===== src/design/gtp_pkg.sv =====
`default_nettype none

package gtp_pkg;

    localparam int Q_W              = 32;
    localparam int ACC_W            = 64;
    localparam int COEFF_W          = 17;
    localparam int BLEN_W           = 12;
    localparam int POWER_W          = 56;
    localparam int POWER_SHIFT      = 8;
    localparam int SAMPLE_WIDTH_DEF = 16;
    localparam int FRAC_BITS_DEF    = 14;
    localparam int CFG_IDX_W        = 1;
    localparam int CFG_DATA_W       = COEFF_W;

    localparam logic [BLEN_W-1:0]    BLEN_RESET = BLEN_W'(410);
    localparam logic [CFG_IDX_W-1:0] REG_COEFF  = CFG_IDX_W'(0);
    localparam logic [CFG_IDX_W-1:0] REG_BLEN   = CFG_IDX_W'(1);

    typedef enum logic [2:0] {
        STEP_WAIT,
        STEP_MUL_FB,
        STEP_RECUR,
        STEP_SQ1,
        STEP_SQ2,
        STEP_CROSS,
        STEP_TERM,
        STEP_EMIT
    } step_t;

    typedef enum logic [1:0] {
        A_COEFF,
        A_Q1,
        A_Q2,
        A_PROD
    } a_sel_t;

    typedef enum logic {
        B_Q1,
        B_Q2
    } b_sel_t;

    typedef enum logic [1:0] {
        ACC_HOLD,
        ACC_LOAD,
        ACC_ADD,
        ACC_SUB
    } acc_op_t;

    typedef enum logic [1:0] {
        JMP_SEQ,
        JMP_COND,
        JMP_ALWAYS
    } jmp_t;

    typedef struct packed {
        logic    take_in;
        logic    recur;
        logic    emit;
        a_sel_t  a_sel;
        b_sel_t  b_sel;
        acc_op_t acc_op;
        jmp_t    jmp;
        step_t   target;
    } ucode_t;

    typedef struct packed {
        ucode_t uc;
        logic   go;
    } ctrl_t;

    typedef struct packed {
        logic blk_end;
        logic out_free;
    } status_t;

    // microprogram: three steps per sample, five more to close a block
    function automatic ucode_t ucode_rom(input step_t s);
        ucode_t w;
        w = '{take_in: 1'b0, recur: 1'b0, emit: 1'b0, a_sel: A_COEFF, b_sel: B_Q1,
              acc_op: ACC_HOLD, jmp: JMP_SEQ, target: STEP_WAIT};
        case (s)
            STEP_WAIT:   w.take_in = 1'b1;
            STEP_MUL_FB:
            begin
                w.a_sel = A_COEFF;
                w.b_sel = B_Q1;
            end
            STEP_RECUR:
            begin
                w.recur  = 1'b1;
                w.jmp    = JMP_COND;
                w.target = STEP_WAIT;
            end
            STEP_SQ1:
            begin
                w.a_sel = A_Q1;
                w.b_sel = B_Q1;
            end
            STEP_SQ2:
            begin
                w.acc_op = ACC_LOAD;
                w.a_sel  = A_Q2;
                w.b_sel  = B_Q2;
            end
            STEP_CROSS:
            begin
                w.acc_op = ACC_ADD;
                w.a_sel  = A_COEFF;
                w.b_sel  = B_Q1;
            end
            STEP_TERM:
            begin
                w.a_sel = A_PROD;
                w.b_sel = B_Q2;
            end
            STEP_EMIT:
            begin
                w.emit   = 1'b1;
                w.jmp    = JMP_ALWAYS;
                w.target = STEP_WAIT;
            end
            default:     w.jmp = JMP_ALWAYS;
        endcase
        return w;
    endfunction

endpackage

`default_nettype wire


===== src/design/gtp_sequencer.sv =====
`default_nettype none

module gtp_sequencer (
    input  wire logic             clk,
    input  wire logic             rst_n,
    input  wire logic             sample_valid,
    input  wire gtp_pkg::status_t status,
    output gtp_pkg::ctrl_t        ctrl
);

    gtp_pkg::step_t  step_reg;
    gtp_pkg::step_t  step_next;
    gtp_pkg::ucode_t uc;
    logic            go;

    assign uc = gtp_pkg::ucode_rom(step_reg);

    // step stalls waiting for a sample or for the output slot
    always_comb
    begin
        go = 1'b1;
        if (uc.take_in && !sample_valid)
        begin
            go = 1'b0;
        end
        if (uc.emit && !status.out_free)
        begin
            go = 1'b0;
        end
    end

    always_comb
    begin
        step_next = step_reg;
        if (go)
        begin
            case (uc.jmp)
                gtp_pkg::JMP_SEQ:    step_next = gtp_pkg::step_t'(step_reg + 3'd1);
                gtp_pkg::JMP_COND:
                begin
                    if (status.blk_end)
                    begin
                        step_next = gtp_pkg::step_t'(step_reg + 3'd1);
                    end
                    else
                    begin
                        step_next = uc.target;
                    end
                end
                gtp_pkg::JMP_ALWAYS: step_next = uc.target;
                default:             step_next = gtp_pkg::STEP_WAIT;
            endcase
        end
    end

    always_comb
    begin
        ctrl.uc = uc;
        ctrl.go = go;
    end

    always_ff @(posedge clk or negedge rst_n)
    begin
        if (!rst_n)
        begin
            step_reg <= gtp_pkg::STEP_WAIT;
        end
        else
        begin
            step_reg <= step_next;
        end
    end

endmodule

`default_nettype wire


===== src/design/gtp_datapath.sv =====
`default_nettype none

module gtp_datapath #(
    parameter int SAMPLE_WIDTH    = gtp_pkg::SAMPLE_WIDTH_DEF,
    parameter int COEFF_FRAC_BITS = gtp_pkg::FRAC_BITS_DEF
) (
    input  wire logic                                 clk,
    input  wire logic                                 rst_n,
    input  wire gtp_pkg::ctrl_t                       ctrl,
    output gtp_pkg::status_t                          status,
    input  wire logic                                 cfg_we,
    input  wire logic        [gtp_pkg::CFG_IDX_W-1:0]  cfg_idx,
    input  wire logic        [gtp_pkg::CFG_DATA_W-1:0] cfg_wdata,
    input  wire logic signed [SAMPLE_WIDTH-1:0]        sample,
    output logic signed      [gtp_pkg::POWER_W-1:0]    power,
    output logic                                      power_valid,
    input  wire logic                                 power_ready
);

    // widest multiplier operand is the shifted q1*coeff term
    localparam int MUL_A_W = gtp_pkg::Q_W + gtp_pkg::COEFF_W - COEFF_FRAC_BITS;
    localparam int MUL_P_W = MUL_A_W + gtp_pkg::Q_W;

    logic signed [gtp_pkg::COEFF_W-1:0] coeff_reg;
    logic        [gtp_pkg::BLEN_W-1:0]  blen_reg;
    logic signed [SAMPLE_WIDTH-1:0]     sample_reg;
    logic signed [gtp_pkg::Q_W-1:0]     q1_reg;
    logic signed [gtp_pkg::Q_W-1:0]     q2_reg;
    logic        [gtp_pkg::BLEN_W-1:0]  count_reg;
    logic signed [gtp_pkg::ACC_W-1:0]   prod_reg;
    logic signed [gtp_pkg::ACC_W-1:0]   acc_reg;
    logic signed [gtp_pkg::POWER_W-1:0] power_reg;
    logic                               power_valid_reg;

    logic signed [MUL_A_W-1:0]          op_a;
    logic signed [gtp_pkg::Q_W-1:0]     op_b;
    logic signed [MUL_P_W-1:0]          mul_out;
    logic signed [gtp_pkg::ACC_W-1:0]   prod_shr;
    logic signed [gtp_pkg::Q_W-1:0]     q_new;
    logic        [gtp_pkg::BLEN_W-1:0]  count_inc;
    logic signed [gtp_pkg::ACC_W-1:0]   acc_next;
    logic signed [gtp_pkg::ACC_W-1:0]   power_sum;
    logic                               take;
    logic                               fire_emit;

    assign take      = ctrl.go && ctrl.uc.take_in;
    assign fire_emit = ctrl.go && ctrl.uc.emit;
    assign prod_shr  = prod_reg >>> COEFF_FRAC_BITS;

    always_comb
    begin
        case (ctrl.uc.a_sel)
            gtp_pkg::A_COEFF: op_a = (MUL_A_W)'(coeff_reg);
            gtp_pkg::A_Q1:    op_a = (MUL_A_W)'(q1_reg);
            gtp_pkg::A_Q2:    op_a = (MUL_A_W)'(q2_reg);
            gtp_pkg::A_PROD:  op_a = prod_shr[MUL_A_W-1:0];
            default:          op_a = '0;
        endcase
        case (ctrl.uc.b_sel)
            gtp_pkg::B_Q1: op_b = q1_reg;
            gtp_pkg::B_Q2: op_b = q2_reg;
            default:       op_b = '0;
        endcase
    end

    assign mul_out = (MUL_P_W)'(op_a) * (MUL_P_W)'(op_b);

    // recurrence wraps at 32 bits
    assign q_new = gtp_pkg::Q_W'(sample_reg) + prod_shr[gtp_pkg::Q_W-1:0] - q2_reg;

    assign count_inc      = count_reg + gtp_pkg::BLEN_W'(1);
    assign status.blk_end = (count_inc >= blen_reg) || (count_inc == '0);
    assign status.out_free = !power_valid_reg || power_ready;

    assign power_sum = acc_reg - prod_reg;

    always_comb
    begin
        case (ctrl.uc.acc_op)
            gtp_pkg::ACC_HOLD: acc_next = acc_reg;
            gtp_pkg::ACC_LOAD: acc_next = prod_reg;
            gtp_pkg::ACC_ADD:  acc_next = acc_reg + prod_reg;
            gtp_pkg::ACC_SUB:  acc_next = acc_reg - prod_reg;
            default:           acc_next = acc_reg;
        endcase
    end

    always_ff @(posedge clk or negedge rst_n)
    begin
        if (!rst_n)
        begin
            coeff_reg       <= '0;
            blen_reg        <= gtp_pkg::BLEN_RESET;
            q1_reg          <= '0;
            q2_reg          <= '0;
            count_reg       <= '0;
            power_valid_reg <= 1'b0;
        end
        else
        begin
            if (cfg_we)
            begin
                case (cfg_idx)
                    gtp_pkg::REG_COEFF: coeff_reg <= cfg_wdata;
                    gtp_pkg::REG_BLEN:  blen_reg  <= cfg_wdata[gtp_pkg::BLEN_W-1:0];
                    default:            ;
                endcase
            end
            if (ctrl.go && ctrl.uc.recur)
            begin
                q2_reg    <= q1_reg;
                q1_reg    <= q_new;
                count_reg <= count_inc;
            end
            if (fire_emit)
            begin
                q1_reg    <= '0;
                q2_reg    <= '0;
                count_reg <= '0;
            end
            if (fire_emit)
            begin
                power_valid_reg <= 1'b1;
            end
            else if (power_ready)
            begin
                power_valid_reg <= 1'b0;
            end
        end
    end

    always_ff @(posedge clk)
    begin
        if (take)
        begin
            sample_reg <= sample;
        end
        if (ctrl.go)
        begin
            prod_reg <= mul_out[gtp_pkg::ACC_W-1:0];
            acc_reg  <= acc_next;
        end
        if (fire_emit)
        begin
            power_reg <= power_sum[gtp_pkg::ACC_W-1:gtp_pkg::POWER_SHIFT];
        end
    end

    assign power       = power_reg;
    assign power_valid = power_valid_reg;

endmodule

`default_nettype wire


===== src/design/goertzel_tone_power.sv =====
// Goertzel single-tone power detector. Each sample word passes the accept, feedback product
// and state update steps; after the last sample of a block the microprogram forms
// q1*q1 + q2*q2 - ((q1*coeff) >>> frac) * q2 and loads the power word. All products come from
// a single shared multiplier, which the microprogram steps through one product per cycle
// while no step stalls. The power word sits in an output register; the next block starts at
// once, and only its final step waits if the previous word has not been taken. Write coeff
// and block_len only while the block is idle.
`default_nettype none

module goertzel_tone_power #(
    parameter int SAMPLE_WIDTH    = gtp_pkg::SAMPLE_WIDTH_DEF,
    parameter int COEFF_FRAC_BITS = gtp_pkg::FRAC_BITS_DEF
) (
    input  wire logic                                 clk,
    input  wire logic                                 rst_n,
    input  wire logic                                 cfg_we,
    input  wire logic        [gtp_pkg::CFG_IDX_W-1:0]  cfg_idx,
    input  wire logic        [gtp_pkg::CFG_DATA_W-1:0] cfg_wdata,
    input  wire logic signed [SAMPLE_WIDTH-1:0]        sample,
    input  wire logic                                 sample_valid,
    output logic                                      sample_ready,
    output logic signed      [gtp_pkg::POWER_W-1:0]    power,
    output logic                                      power_valid,
    input  wire logic                                 power_ready
);

    gtp_pkg::ctrl_t   ctrl;
    gtp_pkg::status_t status;

    gtp_sequencer u_seq (
        .clk          (clk),
        .rst_n        (rst_n),
        .sample_valid (sample_valid),
        .status       (status),
        .ctrl         (ctrl)
    );

    gtp_datapath #(
        .SAMPLE_WIDTH    (SAMPLE_WIDTH),
        .COEFF_FRAC_BITS (COEFF_FRAC_BITS)
    ) u_dp (
        .clk         (clk),
        .rst_n       (rst_n),
        .ctrl        (ctrl),
        .status      (status),
        .cfg_we      (cfg_we),
        .cfg_idx     (cfg_idx),
        .cfg_wdata   (cfg_wdata),
        .sample      (sample),
        .power       (power),
        .power_valid (power_valid),
        .power_ready (power_ready)
    );

    assign sample_ready = ctrl.uc.take_in;

endmodule

`default_nettype wire


===== config.mk =====
export PLATFORM = sky130hd
export DESIGN_NAME = goertzel_tone_power
export DESIGN_NICKNAME = d
export VERILOG_FILES = /design/src/design/gtp_pkg.sv /design/src/design/gtp_sequencer.sv /design/src/design/gtp_datapath.sv /design/src/design/goertzel_tone_power.sv
export SDC_FILE = /design/constraint.sdc
export NUM_CORES = 2
export LEC_CHECK = 0
export ABC_CLOCK_PERIOD_IN_PS = 18300
export BUFFER_PORTS_ARGS = -buffer_cell sky130_fd_sc_hd__buf_4
export CORE_UTILIZATION = 59
export CTS_CLUSTER_SIZE = 12
export DETAILED_ROUTE_END_ITERATION = 10
export MAX_ROUTING_LAYER = met4
export PLACE_DENSITY_LB_ADDON = 0.2
export SLEW_MARGIN = 30
export SYNTH_ARGS = -nofsm -noshare
export SYNTH_HDL_FRONTEND = slang
export SYNTH_SLANG_ARGS = --single-unit

===== constraint.sdc =====
create_clock -name clk -period 18.3 [get_ports clk]
set_input_delay 1.83 -clock clk [delete_from_list [all_inputs] [get_ports clk]]
set_output_delay 1.83 -clock clk [all_outputs]
set_load 0.01 [all_outputs]

==> key figures <==
Run status
  – Run status: finished, final reports clean

Global routing
  – GRT Max-Usage Layer: met2
  – M2 GR Usage: 59.6%
  – Initial antenna violation count: 5
  – Largest net degree at the start of global routing: just under 80
  – Vias in the first global route: ~49k
  – Gr ovfl total: 0
  – First-pass GRT wire length: 289000 um
  – M3 GR Usage: 9.33%
  – Met1 usage: approximately 48%
  – Gr usage total: 39.0%

Detailed routing
  – Via count: roughly 47k
  – DRC: 0
  – Initial detailed-routing violation count: roughly 4.8k
  – WL/cell: ~24 um
  – Via/cell ratio: roughly 6
  – WL final: ~190000 um
  – Antenna viol nets, final: 0
  – DR pass1 iterations: 8

Placed design
  – Detail Placement HPWL: between 100000 and 150000 um
  – Cell Area, Placed: between 0.06 and 0.07 mm2
  – Worst slack at placement: 6.95 ns
  – Final GP Congestion: ~1.0
  – PortBufs: between 90 and 100

Worst setup path
  – Setup crit end: u_dp.prod_reg[60]
  – Crit. End Element: register
  – Max Fanout on Critical Path: 50
  – Reg2reg path depth: 33
  – FF-to-FF setup slack: about 7 ns
  – Slowest cell delay on critical path: 0.85 ns
  – CP Launch Type: register
  – Crit path top cell by count: fa_1
  – Setup crit start: u_seq.step_reg[0]
  – CP max stage cell: o21a_1
  – Worst r2r dst: u_dp.prod_reg[60]
  – Crit path kind: reg2reg
  – FF-to-FF Start: u_seq.step_reg[0]
  – Worst Path Arrival: roughly 12 ns
  – Crit path required time: about 19 ns

Logic synthesis
  – Largest family of logic cells by synthesized area: adder cells
  – Flops & latches, synth: roughly 300
  – Distinct cells, synth: 94
  – Ys Warns: 0
  – Adder-cell share of the synthesized area: between 40 and 50%
  – Synth async-reset ratio: a little over a third
  – Synthesized area: between 0.05 and 0.06 mm2
  – Post-Syn Instances: ~6.4k
  – Post-synthesis compound-gate area fraction: roughly 11%
  – Most used flip-flop cell after synthesis: edfxtp_1
  – Mux contribution to synthesized area: ~1.8%
  – Mean Syn Cell Area: about 9.2 um2
  – Seq/Total Area, Yosys: roughly 15%
  – Post-Synth Simple-Gate Area: between 10% and 20%
  – Xor and xnor area share after synthesis: between 3 and 4%
  – Post-synth EDFFs: 200
  – Post-synth net total: 8018

Clock tree
  – Clock buffers created by TritonCTS: 36
  – Cts hold-fix bufs: 0
  – Clk pin slew, worst setup/hold paths: 0.06 ns
  – Post-cts resize count: 0
  – CTS tree: built
  – CTS sink cnt: slightly above 300
  – Clk root buf: clkbuf_16
  – Clock Path Buffers: 3
  – CTS H-tree depth: 2
  – Clock Latency Late Sink: slightly below 0.6 ns
  – Post-CTS setup buffers: 0

Run
  – MaxCap Viol Count: 0

STA
  – Period utilization: 61.6%
  – Fmax: 88.7 MHz
  – Fin Hold WS: between 0.5 and 0.6 ns
  – RSZ-0062 raised after global routing: no
  – Worst-Margin Slew: about 1.1 ns
  – Final max-slew violation count: 0
  – Worst Clk Skew: approximately 0.029 ns
  – Minimum clock period: around 11 ns
  – Fin. Hold Viols: 0
  – Setup slack after layout: around 7 ns
  – Endpoints failing setup: 0
  – Fin Setup TNS: 0 ns
  – Slew margin rel.: 27.1%

Die
  – Core box area: between 0.09 and 0.1 mm2
  – # IOs: a little under 100
  – Cell row count: roughly 120
  – Die outline area: around 0.10 mm2
  – Initial core utilization: 60.0%
  – Die Y: around 320 um
  – Die width: 319 um

Final layout
  – Commonest cells after routing, fill and taps aside: inv_1 (1203), fa_1 (1173), nand2_1 (766)
  – Commonest non-fill, non-tap cell in the layout: inv_1
  – # nets final: a little under 8k
  – Layout cell share with drive strength beyond 1: 6.27%
  – Design Area, Final: approximately 0.063 mm2
  – Area delta synth->final: 5.66%

Worst hold path
  – Hold Crit Class: reg2reg
==> final cells by class <==
cell class	instances	area (um2)
Timing Repair Buffer	186	1400
Multi-Input combinational cell	4620	45200
Clock inverter	13	158
Inverter	1220	4580
Antenna cell	8	20.0
Tap cell	1287	1610
Fill cell	8413	36300
Sequential cell	309	8740
Clock buffer	51	1020
==> through the flow <==
step,util [%],cells
after global routing,63.3,7689
final,63.3,7694
after CTS,63.3,7686
after detailed placement,62.1,7622
after floorplan,-,6443
after global placement,62.1,7622
==> worst min path at each step <==
stage / from / end / slack [ns] / cells past startpoint
5_1_grt: u_dp.blen_reg[10] / u_dp.blen_reg[10] / 0.53 / 1
6_report: u_dp.count_reg[11] / u_dp.count_reg[11] / 0.50 / 2
3_5_place_dp: u_dp.count_reg[11] / u_dp.count_reg[11] / 0.49 / 2
3_3_place_gp: u_dp.count_reg[11] / u_dp.count_reg[11] / 0.48 / 2
2_1_floorplan: u_dp.count_reg[11] / u_dp.count_reg[11] / 0.47 / 2
4_1_cts: u_dp.count_reg[11] / u_dp.count_reg[11] / 0.51 / 2
==> Yosys cell counts, drive strengths merged (5+ instances only) <==
| library cell | n | area [um2] |
|---|---|---|
| a41oi | 6 | 52.6 |
| xnor2 | 186 | 1630 |
| and3 | 18 | 113 |
| nand2 | 769 | 2890 |
| buf | 61 | 288 |
| a21boi | 9 | 67.6 |
| fa | 1173 | 23500 |
| nor4 | 16 | 106 |
| o31ai | 28 | 225 |
| a222oi | 27 | 270 |
| nand2b | 31 | 194 |
| or4 | 6 | 45.0 |
| o211ai | 24 | 185 |
| o21bai | 54 | 409 |
| nand4 | 30 | 203 |
| or2 | 12 | 75.1 |
| inv | 1216 | 4560 |
| nor2b | 25 | 156 |
| xor2 | 44 | 385 |
| or3 | 16 | 100 |
| a221o | 6 | 60.1 |
| o21ai | 226 | 1130 |
| mux2 | 59 | 664 |
| edfxtp | 200 | 6010 |
| o21a | 42 | 315 |
| o311ai | 9 | 86.3 |
| nor3b | 5 | 37.5 |
| nor2 | 733 | 2750 |
| a31oi | 23 | 159 |
| clkbuf | 233 | 882 |
| a22o | 46 | 403 |
| dfrtp | 104 | 2600 |
| a21oi | 279 | 1400 |
| ha | 363 | 4540 |
| o31a | 8 | 70.1 |
| o41ai | 7 | 114 |
| a211oi | 15 | 133 |
| nand3 | 45 | 225 |
| mux2i | 43 | 430 |
| a211o | 11 | 98.9 |
| and2 | 27 | 169 |
| nor3 | 41 | 205 |
| a21o | 102 | 766 |
| dfstp | 5 | 131 |
==> cell families after synthesis <==
logic type | Yosys count
simple gates | 1782
mux | 102
flops | 309
compound gates | 970
fa+ha+maj | 1536
xor+xnor | 230
buf+inv | 1514
==> metal layers <==
layer,wire [um],vias to the layer above
met5,0,-
met4,12800,0
met3,20300,669
met2,85900,2527
met1,69100,23600
li1,-,20000
==> worst max-delay path, delay by kind of cell, from the launching register on <==
family | cells | cell delay [ns]
adder cells (fa/ha/maj) | 10 | 4.41
flip-flops | 1 | 0.40
XOR/XNOR | 1 | 0.09
AND/OR/NAND/NOR | 3 | 0.54
buffers and inverters | 7 | 1.02
AO/OA/AOI/OAI | 12 | 4.46
Power is left out: the tool's default activity adds up to more than one toggle a clock period on the data nets, which glitch-free logic cannot reach.
